[config.mk]
export PLATFORM = sky130hd
export DESIGN_NAME = tmmb_div
export DESIGN_NICKNAME = d
export VERILOG_FILES = /design/src/design/tmmb_div.sv
export SDC_FILE = /design/constraint.sdc
export NUM_CORES = 1
export LEC_CHECK = 0
export BUFFER_PORTS_ARGS = -buffer_cell sky130_fd_sc_hd__buf_2
export CAP_MARGIN = 10
export CORE_ASPECT_RATIO = 1.25
export CORE_MARGIN = 2
export CORE_UTILIZATION = 38
export CTS_CLUSTER_SIZE = 20
export DETAILED_ROUTE_END_ITERATION = 16
export REMOVE_ABC_BUFFERS = 1
export SYNTH_ARGS = -nofsm -noshare
export SYNTH_HDL_FRONTEND = slang
export SYNTH_SLANG_ARGS = --single-unit
export TNS_END_PERCENT = 100
[constraint.sdc]
create_clock -name clk -period 2.08 [get_ports clk]
set_input_delay 0.208 -clock clk [delete_from_list [all_inputs] [get_ports clk]]
set_output_delay 0.208 -clock clk [all_outputs]
set_load 0.01 [all_outputs]
[src/design/tmmb_div.sv]
module tmmb_div #(
    parameter int NUM_W = 14,
    parameter int DEN_W = 6
) (
    input  logic             clk,
    input  logic             rst_n,
    input  logic             start,
    input  logic [NUM_W-1:0] num,
    input  logic [DEN_W-1:0] den,
    output logic             done,
    output logic [NUM_W-1:0] quo
);
    localparam int CNT_W = $clog2(NUM_W + 1);

    logic [DEN_W-1:0] rem_reg;
    logic [DEN_W-1:0] den_reg;
    logic [NUM_W-1:0] quo_reg;
    logic [CNT_W-1:0] cnt_reg;
    logic             run_reg;
    logic             done_reg;
    logic [DEN_W:0]   trial;
    logic             fits;

    // One quotient bit per cycle, restoring form.
    assign trial = {rem_reg, quo_reg[NUM_W-1]};
    assign fits  = trial >= {1'b0, den_reg};

    always_ff @(posedge clk or negedge rst_n)
    begin
        if (!rst_n)
        begin
            run_reg  <= 1'b0;
            done_reg <= 1'b0;
            cnt_reg  <= '0;
        end
        else
        begin
            done_reg <= 1'b0;
            if (start)
            begin
                run_reg <= 1'b1;
                cnt_reg <= CNT_W'(NUM_W);
            end
            else if (run_reg)
            begin
                cnt_reg <= cnt_reg - 1'b1;
                if (cnt_reg == CNT_W'(1))
                begin
                    run_reg  <= 1'b0;
                    done_reg <= 1'b1;
                end
            end
        end
    end

    always_ff @(posedge clk)
    begin
        if (start)
        begin
            rem_reg <= '0;
            den_reg <= den;
            quo_reg <= num;
        end
        else if (run_reg)
        begin
            if (fits)
            begin
                rem_reg <= DEN_W'(trial - {1'b0, den_reg});
            end
            else
            begin
                rem_reg <= trial[DEN_W-1:0];
            end
            quo_reg <= {quo_reg[NUM_W-2:0], fits};
        end
    end

    assign done = done_reg;
    assign quo  = quo_reg;

endmodule

Word level (Yosys, flattened, before mapping) --
Cells that the tools add are included.
Word-level totals: output and inout bits 15, flip-flop bits (word level) 32, input port bits 23
Operators by class: reduce and logical (&&, ||, !) cells 1, mux-type cells 11, add/sub/neg operators 2, equality and inequality tests 1, $lt $le $gt $ge 1
Operators with widths (count):
- two-way mux 14 bit | 2
- two-way mux 4 bit | 2
- greater-or-equal comparator 7 x 6 -> 1 bit | 1
- two-way mux 1 bit | 6
- two-way mux 6 bit | 1
- subtractor 6 bit | 1
- == test 4 x 1 -> 1 bit, second input constant | 1
- subtractor 4 x 1 -> 4 bit, second input constant | 1
- nonzero test 2 bit | 1

Longest topological paths before layout --
Gate-level depths: netlist (run 1).
depth in word-level cells 4, mapped depth 8, gate-level depth less buffers 8

Worst setup path before layout (run 1) --
No wires, ideal clock.
path kind reg-to-reg, from register den_reg[4], to register rem_reg[1], path buffers 1, required time 1.953 ns, setup slack 0.056 ns, clock period less this slack 2.024 ns, setup time 0.127 ns, arrival 1.897 ns, stages on the path, launching flop included 9, path through edfxtp_1 inv_1 ha_1 a21o_1 a211o_1 a41o_1 buf_6 nor4bb_1 or3_1
Between the ends: cells in the longest elaborated chain, start to end 2
Ends and longest elaborated chain:
- start, declared | line 16 | logic [DEN_W-1:0] den_reg;
- start signal, assigned | line 61 | den_reg <= den;
- greater-or-equal comparator 7 x 6 -> 1 bit | line 26 | assign fits = trial >= {1'b0, den_reg};
- two-way mux 6 bit | line 66 | if (fits)
- end signal, assigned | line 68 | rem_reg <= DEN_W'(trial - {1'b0, den_reg});
- end signal, assigned | line 72 | rem_reg <= trial[DEN_W-1:0];
- end, declared | line 15 | logic [DEN_W-1:0] rem_reg;
Every way passes these cells. A chain may end at the register's enable or synchronous reset.

Worst setup path in the final report (run 1) --
from register rem_reg[3], to register rem_reg[1]
Between the ends: cells in the longest elaborated chain, start to end 2
Ends and longest elaborated chain (line):
- greater-or-equal comparator 7 x 6 -> 1 bit | 26
- two-way mux 6 bit | 66
Every way passes these cells.

==> summary.md, run 1 <==
| Metric | Value |
|---|---|
| Status | finished clean |
| Remaining antenna violation count after routing | 0 |
| Flops & latches, synth | 32 |
| Worst endpoint required time | 2.24 ns |
| RSZ-0062 raised after global routing | no |
| First-pass GRT wire length | 5.33 mm |
| Reg2Reg Depth | 6 |
| Synthesized area per cell | 11.9 µm² |
| Clk sinks | 32 |
| Leak | 0.888 nW |
| Max_cap viols | 0 |
| Max Clk Rate | 501 MHz |
| Pin count of the biggest net entering global routing | 24 |
| Setup TNS | 0 ns |
| # diodes | 0 |
| Overflow after GRT | 0 |
| DRT iter0 DRCs | 53 |
| Async SR Flop Fraction | 18.8% |
| Hold endpoint | den_reg[0] |
| Mapped cell area | 1650 µm² |
| Io pins | 38 |
| Core ar. | 4130 µm² |
| Vias/cell | 4.90 |
| Filler cell count | 398 |
| Clk Latency, worst-skew pair | 0.28 ns |
| Reg clk slew, reported paths | 0.06 ns |
| Top_reg_cell synth | edfxtp_1 |
| Crit path kind | reg -> reg |
| Slew @ Worst Pin | 0.664 ns |
| IO Port Bufs | 37 |
| Crit Path Max Fanout | 5 |
| Post-CTS setup buffers | 0 |
| Share of cells above drive strength 1 | 37.2% |
| Initial Utilization | 39.8% |
| Clock root cell | clkbuf_8 |
| # DRC | 0 |
| Max Root-Sink Buffers | 2 |
| Seq/Total Area, Yosys | 52.9% |
| Final core utilization | 49.0% |
| Final min period | 2.00 ns |
| Die area | 4880 µm² |
| Worst Setup End Kind | register |
| Final worst setup slack | 0.0820 ns |
| Gate Count Post-Synth | 138 |
| Max reg flops | 14 |
| Die height | 77.6 µm |
| Period utilization | 96.1% |
| Detailed Routing Iterations Pass 1 | 4 |
| Placed cell areas | 1910 µm² |
| Setup-failing EPs final | 0 |
| EDFF count, synth | 20 |
| CP startpoint kind | register |
| Worst Min Path Start | den[0] |
| Fin. max-slew vios | 0 |
| Cts bufs inserted | 5 |
| Yosys cell types | 35 |
| Via Count | 1172 |
| WP data arrival | 2.16 ns |
| Pwr Total | 1.96 mW |
| Synthesis warning total | 0 |
| DP Worst Slack | 0.0729 ns |
| CTS tree | done |
| Area growth syn-to-layout | 23.1% |
| CTS H-tree depth | 2 |
| Rows | 26 |
| FF-to-FF setup slack | 0.08 ns |
| HPWL after DPL | 2.26 mm |
| Hold path cells | 1 |
| Final Hold Fails | 0 |
| Clock Skew | 0.00308 ns |
| PwrDens | 966 nW/µm² |
| Vias in the first global route | 1227 |
| RR Startpoint | rem_reg[3] |
| Worst Hold Class | in -> reg |
| Die width | 62.9 µm |
| Routability cong. | 0.831 |
| Reg2reg end | rem_reg[1] |
| DR WL/cell | 12.8 µm |
| Global-route usage over all layers | 13.9% |
| Routed WL | 3.05 mm |
| Antenna violations before repair | 0 |
| Peak supply drop | 0.000459 V |
| Slew HR | 55.7% |
| Fin area | 2030 µm² |
| Final net count | 215 |
-- routing by layer --
layer | share of wire (%) | up-vias | global-route usage [%]
li1 | - | 574 | -
met2 | 50 | 32 | 24.4
met4 | 2.1 | 0 | 6.89
met3 | 5.6 | 7 | 4.93
met5 | 0 | - | 0
met1 | 42 | 559 | 14.8
-- synth_stat cells (2+ instances only) --
cell type | count | area share (%)
mux2_2 | 15 | 10
dfrtp_1 | 6 | 9.1
xnor2_1 | 3 | 1.6
xor2_1 | 2 | 1.1
buf_2 | 2 | 0.61
ha_1 | 9 | 6.8
nand2b_1 | 4 | 1.5
inv_1 | 11 | 2.5
a211oi_1 | 4 | 1.8
dfxtp_1 | 6 | 7.3
clkbuf_1 | 2 | 0.46
o21ai_0 | 5 | 1.5
or3_1 | 2 | 0.76
a21o_1 | 2 | 0.91
nor2b_1 | 2 | 0.76
nand2_1 | 6 | 1.4
nor3b_1 | 4 | 1.8
edfxtp_1 | 20 | 37
mux2i_1 | 3 | 1.8
nor2_1 | 11 | 2.5
a21oi_1 | 5 | 1.5
-- critical path, cell delays in order, from the launching register on --
cell      delay [ns]
dfxtp_1         0.42
ha_4            0.24
a21o_1          0.15
a211o_1         0.28
a41o_1          0.27
nor4bb_2        0.19
or3_1           0.33
-- where the power goes --
group          switching, mW  leakage [nW]  internal, mW
Clock                  0.216        0.0399         0.233
Combinational          0.313         0.526         0.350
Sequential            0.0642         0.322         0.781
-- metrics by stage --
stage	hold WS, ns	cells
floorplan	-0.0876	132
global placement	0.0312	230
detailed placement	0.0391	230
CTS	0.0894	239
global route	0.0935	239
finish	0.101	239
-- cells by family (layout without fill, tap and decap cells) --
group	after synthesis	after routing	synth area share [%]
compound gates	22	22	8.82
xor+xnor	5	5	2.66
fa+ha+maj	10	10	8.06
buf+inv	17	62	4.49
flops	32	32	52.9
mux	18	18	12.1
simple gates	34	34	11.0
-- layout make-up --
type	count	area [µm²]	area share, %
multi-input combinational	89	727	35.9
sequential	32	871	43.0
inverter	11	41.3	2.04
clock inverter	1	3.75	0.185
timing repair buffer	43	236	11.7
clock buffer	7	76.3	3.77
tap	56	70.1	3.46
-- how the worst max path moves through the flow --
stage,to,startpoint,depth (start not counted),slack (ns)
6_report,rem_reg[1],rem_reg[3],6,0.08
5_1_grt,rem_reg[1],quo[13],8,0.005
4_1_cts,rem_reg[5],den_reg[4],8,0.06
3_3_place_gp,rem_reg[1],den_reg[4],7,0.13
3_5_place_dp,rem_reg[1],den_reg[4],7,0.07
2_1_floorplan,rem_reg[1],den_reg[4],7,0.05
-- repair_timing --
item | in CTS | in global routing
hold buffers | 1 | 0
resized for setup | 0 | 6
hold endpoints to repair | 6 | 0
endpoints found under the setup margin | 0 | 5
-- layout by cell type, fill, tap and decap left out, types with 2 or more instances in the layout --
cell,count
a211oi_1,3
a21o_1,2
a21oi_1,5
buf_2,37
buf_4,4
clkbuf_1,2
clkbuf_8,5
dfrtp_1,6
dfxtp_1,6
edfxtp_1,20
ha_1,7
inv_1,10
mux2_2,15
mux2i_1,3
nand2_1,6
nand2b_1,4
nor2_1,11
nor2b_1,2
nor3b_1,4
o21ai_0,5
or3_1,2
xnor2_1,3
xor2_1,2
Power figures use the tool's default switching activity.
==> inputs of run 2 (changes only) <==
- GPL_TIMING_DRIVEN: default -> 0
==> summary.md, run 2 (synthesized netlist as in run 1, its figures left out) <==
| Metric | Value |
|---|---|
| Status | finished clean |
| DRT iter0 DRCs | 17 (-68%) |
| IO Port Bufs | 37 (unchanged) |
| Final Hold Fails | 0 (unchanged) |
| # diodes | 0 (unchanged) |
| Max Root-Sink Buffers | 2 (unchanged) |
| Clk sinks | 32 (unchanged) |
| Overflow after GRT | 0 (unchanged) |
| RSZ-0062 raised after global routing | no |
| PwrDens | 987 nW/µm² (+2.1%) |
| Peak supply drop | 0.000553 V (+20%) |
| Int Pwr | 1.38 mW (+1.5%) |
| Most common cell after layout, fill and taps aside | buf_2 |
| Crit path kind | reg -> reg |
| Routability cong. | 0.734 (-12%) |
| Max reg flops | 14 (unchanged) |
| Core ar. | 4130 µm² (unchanged) |
| DP Worst Slack | -0.139 ns (-0.212 ns) |
| # DRC | 0 (unchanged) |
| Logic pwr share | 35.0% (+1.1 points) |
| Worst endpoint required time | 2.11 ns (-0.13 ns) |
| Worst Setup End Kind | register |
| CTS H-tree depth | 2 (unchanged) |
| Die width | 62.9 µm (unchanged) |
| Final worst setup slack | 0.0533 ns (-0.0287 ns) |
| Remaining antenna violation count after routing | 0 (unchanged) |
| Sequential power share | 42.5% (-0.7 points) |
| Clock Power Share | 22.4% (-0.5 points) |
| First-pass GRT wire length | 5.02 mm (-5.7%) |
| Pin count of the biggest net entering global routing | 38 (+58%) |
| Die height | 77.6 µm (unchanged) |
| Detailed Routing Iterations Pass 1 | 4 (unchanged) |
| Switching pwr | 0.600 mW (+1.1%) |
| Worst Hold Class | in -> reg |
| WP data arrival | 2.06 ns (-0.10 ns) |
| Area growth syn-to-layout | 22.2% |
| Leak | 0.880 nW (-0.92%) |
| Crit Path Max Fanout | 6 (+1) |
| Commonest cells after routing, fill and taps aside | 37 x buf_2, 20 x edfxtp_1, 15 x mux2_2 |
| Slew @ Worst Pin | 0.703 ns (+0.0391 ns) |
| Cts bufs inserted | 5 (unchanged) |
| HPWL after DPL | 2.03 mm (-10%) |
| Global-route usage over all layers | 13.1% (-0.79 points) |
| Reg clk slew, reported paths | 0.06 ns (about the same) |
| DR WL/cell | 12.5 µm (-1.6%) |
| Rows | 26 (unchanged) |
| Vias in the first global route | 1164 (-5.1%) |
| Final min period | 2.03 ns (+0.0287 ns) |
| Vias/cell | 4.86 (-0.96%) |
| CP startpoint kind | register |
| Pwr Total | 1.98 mW (+1.4%) |
| Fin. max-slew vios | 0 (unchanged) |
| Antenna violations before repair | 0 (unchanged) |
| Via Count | 1151 (-1.8%) |
| Die area | 4880 µm² (unchanged) |
| Clock root cell | clkbuf_8 |
| Io pins | 38 (unchanged) |
| Clk Latency, worst-skew pair | 0.28 ns (about the same) |
| Final net count | 213 (-0.93%) |
| Max Clk Rate | 493 MHz (-1.4%) |
| Routed WL | 2.97 mm (-2.4%) |
| Max_cap viols | 0 (unchanged) |
| Initial Utilization | 39.8% (unchanged) |
| Clock Skew | 0.00699 ns (+0.00391 ns) |
| Slew HR | 53.1% (-2.6 points) |
| Period utilization | 97.4% (+1.4 points) |
| Switch share | 30.3% (-0.083 points) |
| CTS tree | done |
| Final core utilization | 48.7% (-0.36 points) |
| Setup TNS | 0 ns (unchanged) |
| Setup-failing EPs final | 0 (unchanged) |
| Share of cells above drive strength 1 | 36.5% (-0.69 points) |
| WHS | 0.101 ns (+0.000516 ns) |
run 2: cell count changes in the layout (fill, tap and decap cells not counted), sizes merged:
cell	change
buf	-2
run 2: final cells by class:
type                       instances  area [µm²]
clock buffer                       7        76.3
clock inverter                     1        5.00
fill                             405        2120
inverter                          11        41.3
multi-input combinational         89         729
sequential                        32         871
tap                               56        70.1
timing repair buffer              41         218
run 2: worst max-delay path: stages, from the launching register on:
cell and delay (ns):
edfxtp_1 0.39, inv_2 0.08, ha_4 0.21, a21o_1 0.16, a211o_1 0.30, a41o_4 0.27, buf_4 0.14, mux2_2 0.25
run 2: per-stage QoR:
| step | instances | cell area (µm²) |
|---|---|---|
| detailed placement | 225 | 1870 |
| CTS | 236 | 2000 |
| finish | 237 | 2010 |
| global route | 237 | 2010 |
| global placement | 225 | 1870 |
| floorplan | 132 | 1610 |
run 2: repair_timing:
item	CTS	global route
pin swaps	0	2
buffers inserted	2	1
endpoints found under the setup margin	3	4
hold buffers	1	0
hold endpoints to repair	6	0
gates cloned	0	0
gates resized for setup	3	3
run 2: layer usage:
| metal | GRT usage (%) | part of all wire (%) | wire length [µm] | up-vias |
|---|---|---|---|---|
| li1 | - | - | - | 571 |
| met1 | 15.1 | 45 | 1330 | 539 |
| met2 | 22.5 | 49 | 1450 | 36 |
| met3 | 3.91 | 4.9 | 147 | 5 |
| met4 | 6.00 | 1.7 | 52 | 0 |
| met5 | 0 | 0 | 0 | - |
run 2: power by group through the flow:
stage	clock network, mW	logic [mW]	registers (mW)
2_1_floorplan	0	0.418	0.859
3_3_place_gp	0	0.573	0.849
3_5_place_dp	0	0.585	0.852
4_1_cts	0.464	0.667	0.845
5_1_grt	0.487	0.780	0.857
6_report	0.445	0.695	0.844
run 2: final timing paths:
kind                            start  cells after the start  slack [ns]    endpoint
min in group asynchronous       rst_n                      2        0.28  cnt_reg[1]
setup reg to reg           den_reg[4]                      7        0.05      quo[0]
hold / removal                 den[0]                      1        0.10  den_reg[0]
max in group asynchronous       rst_n                      2        1.66  cnt_reg[2]
hold reg to reg            rem_reg[2]                      2        0.50  rem_reg[2]
setup / recovery           den_reg[4]                      7        0.05      quo[0]
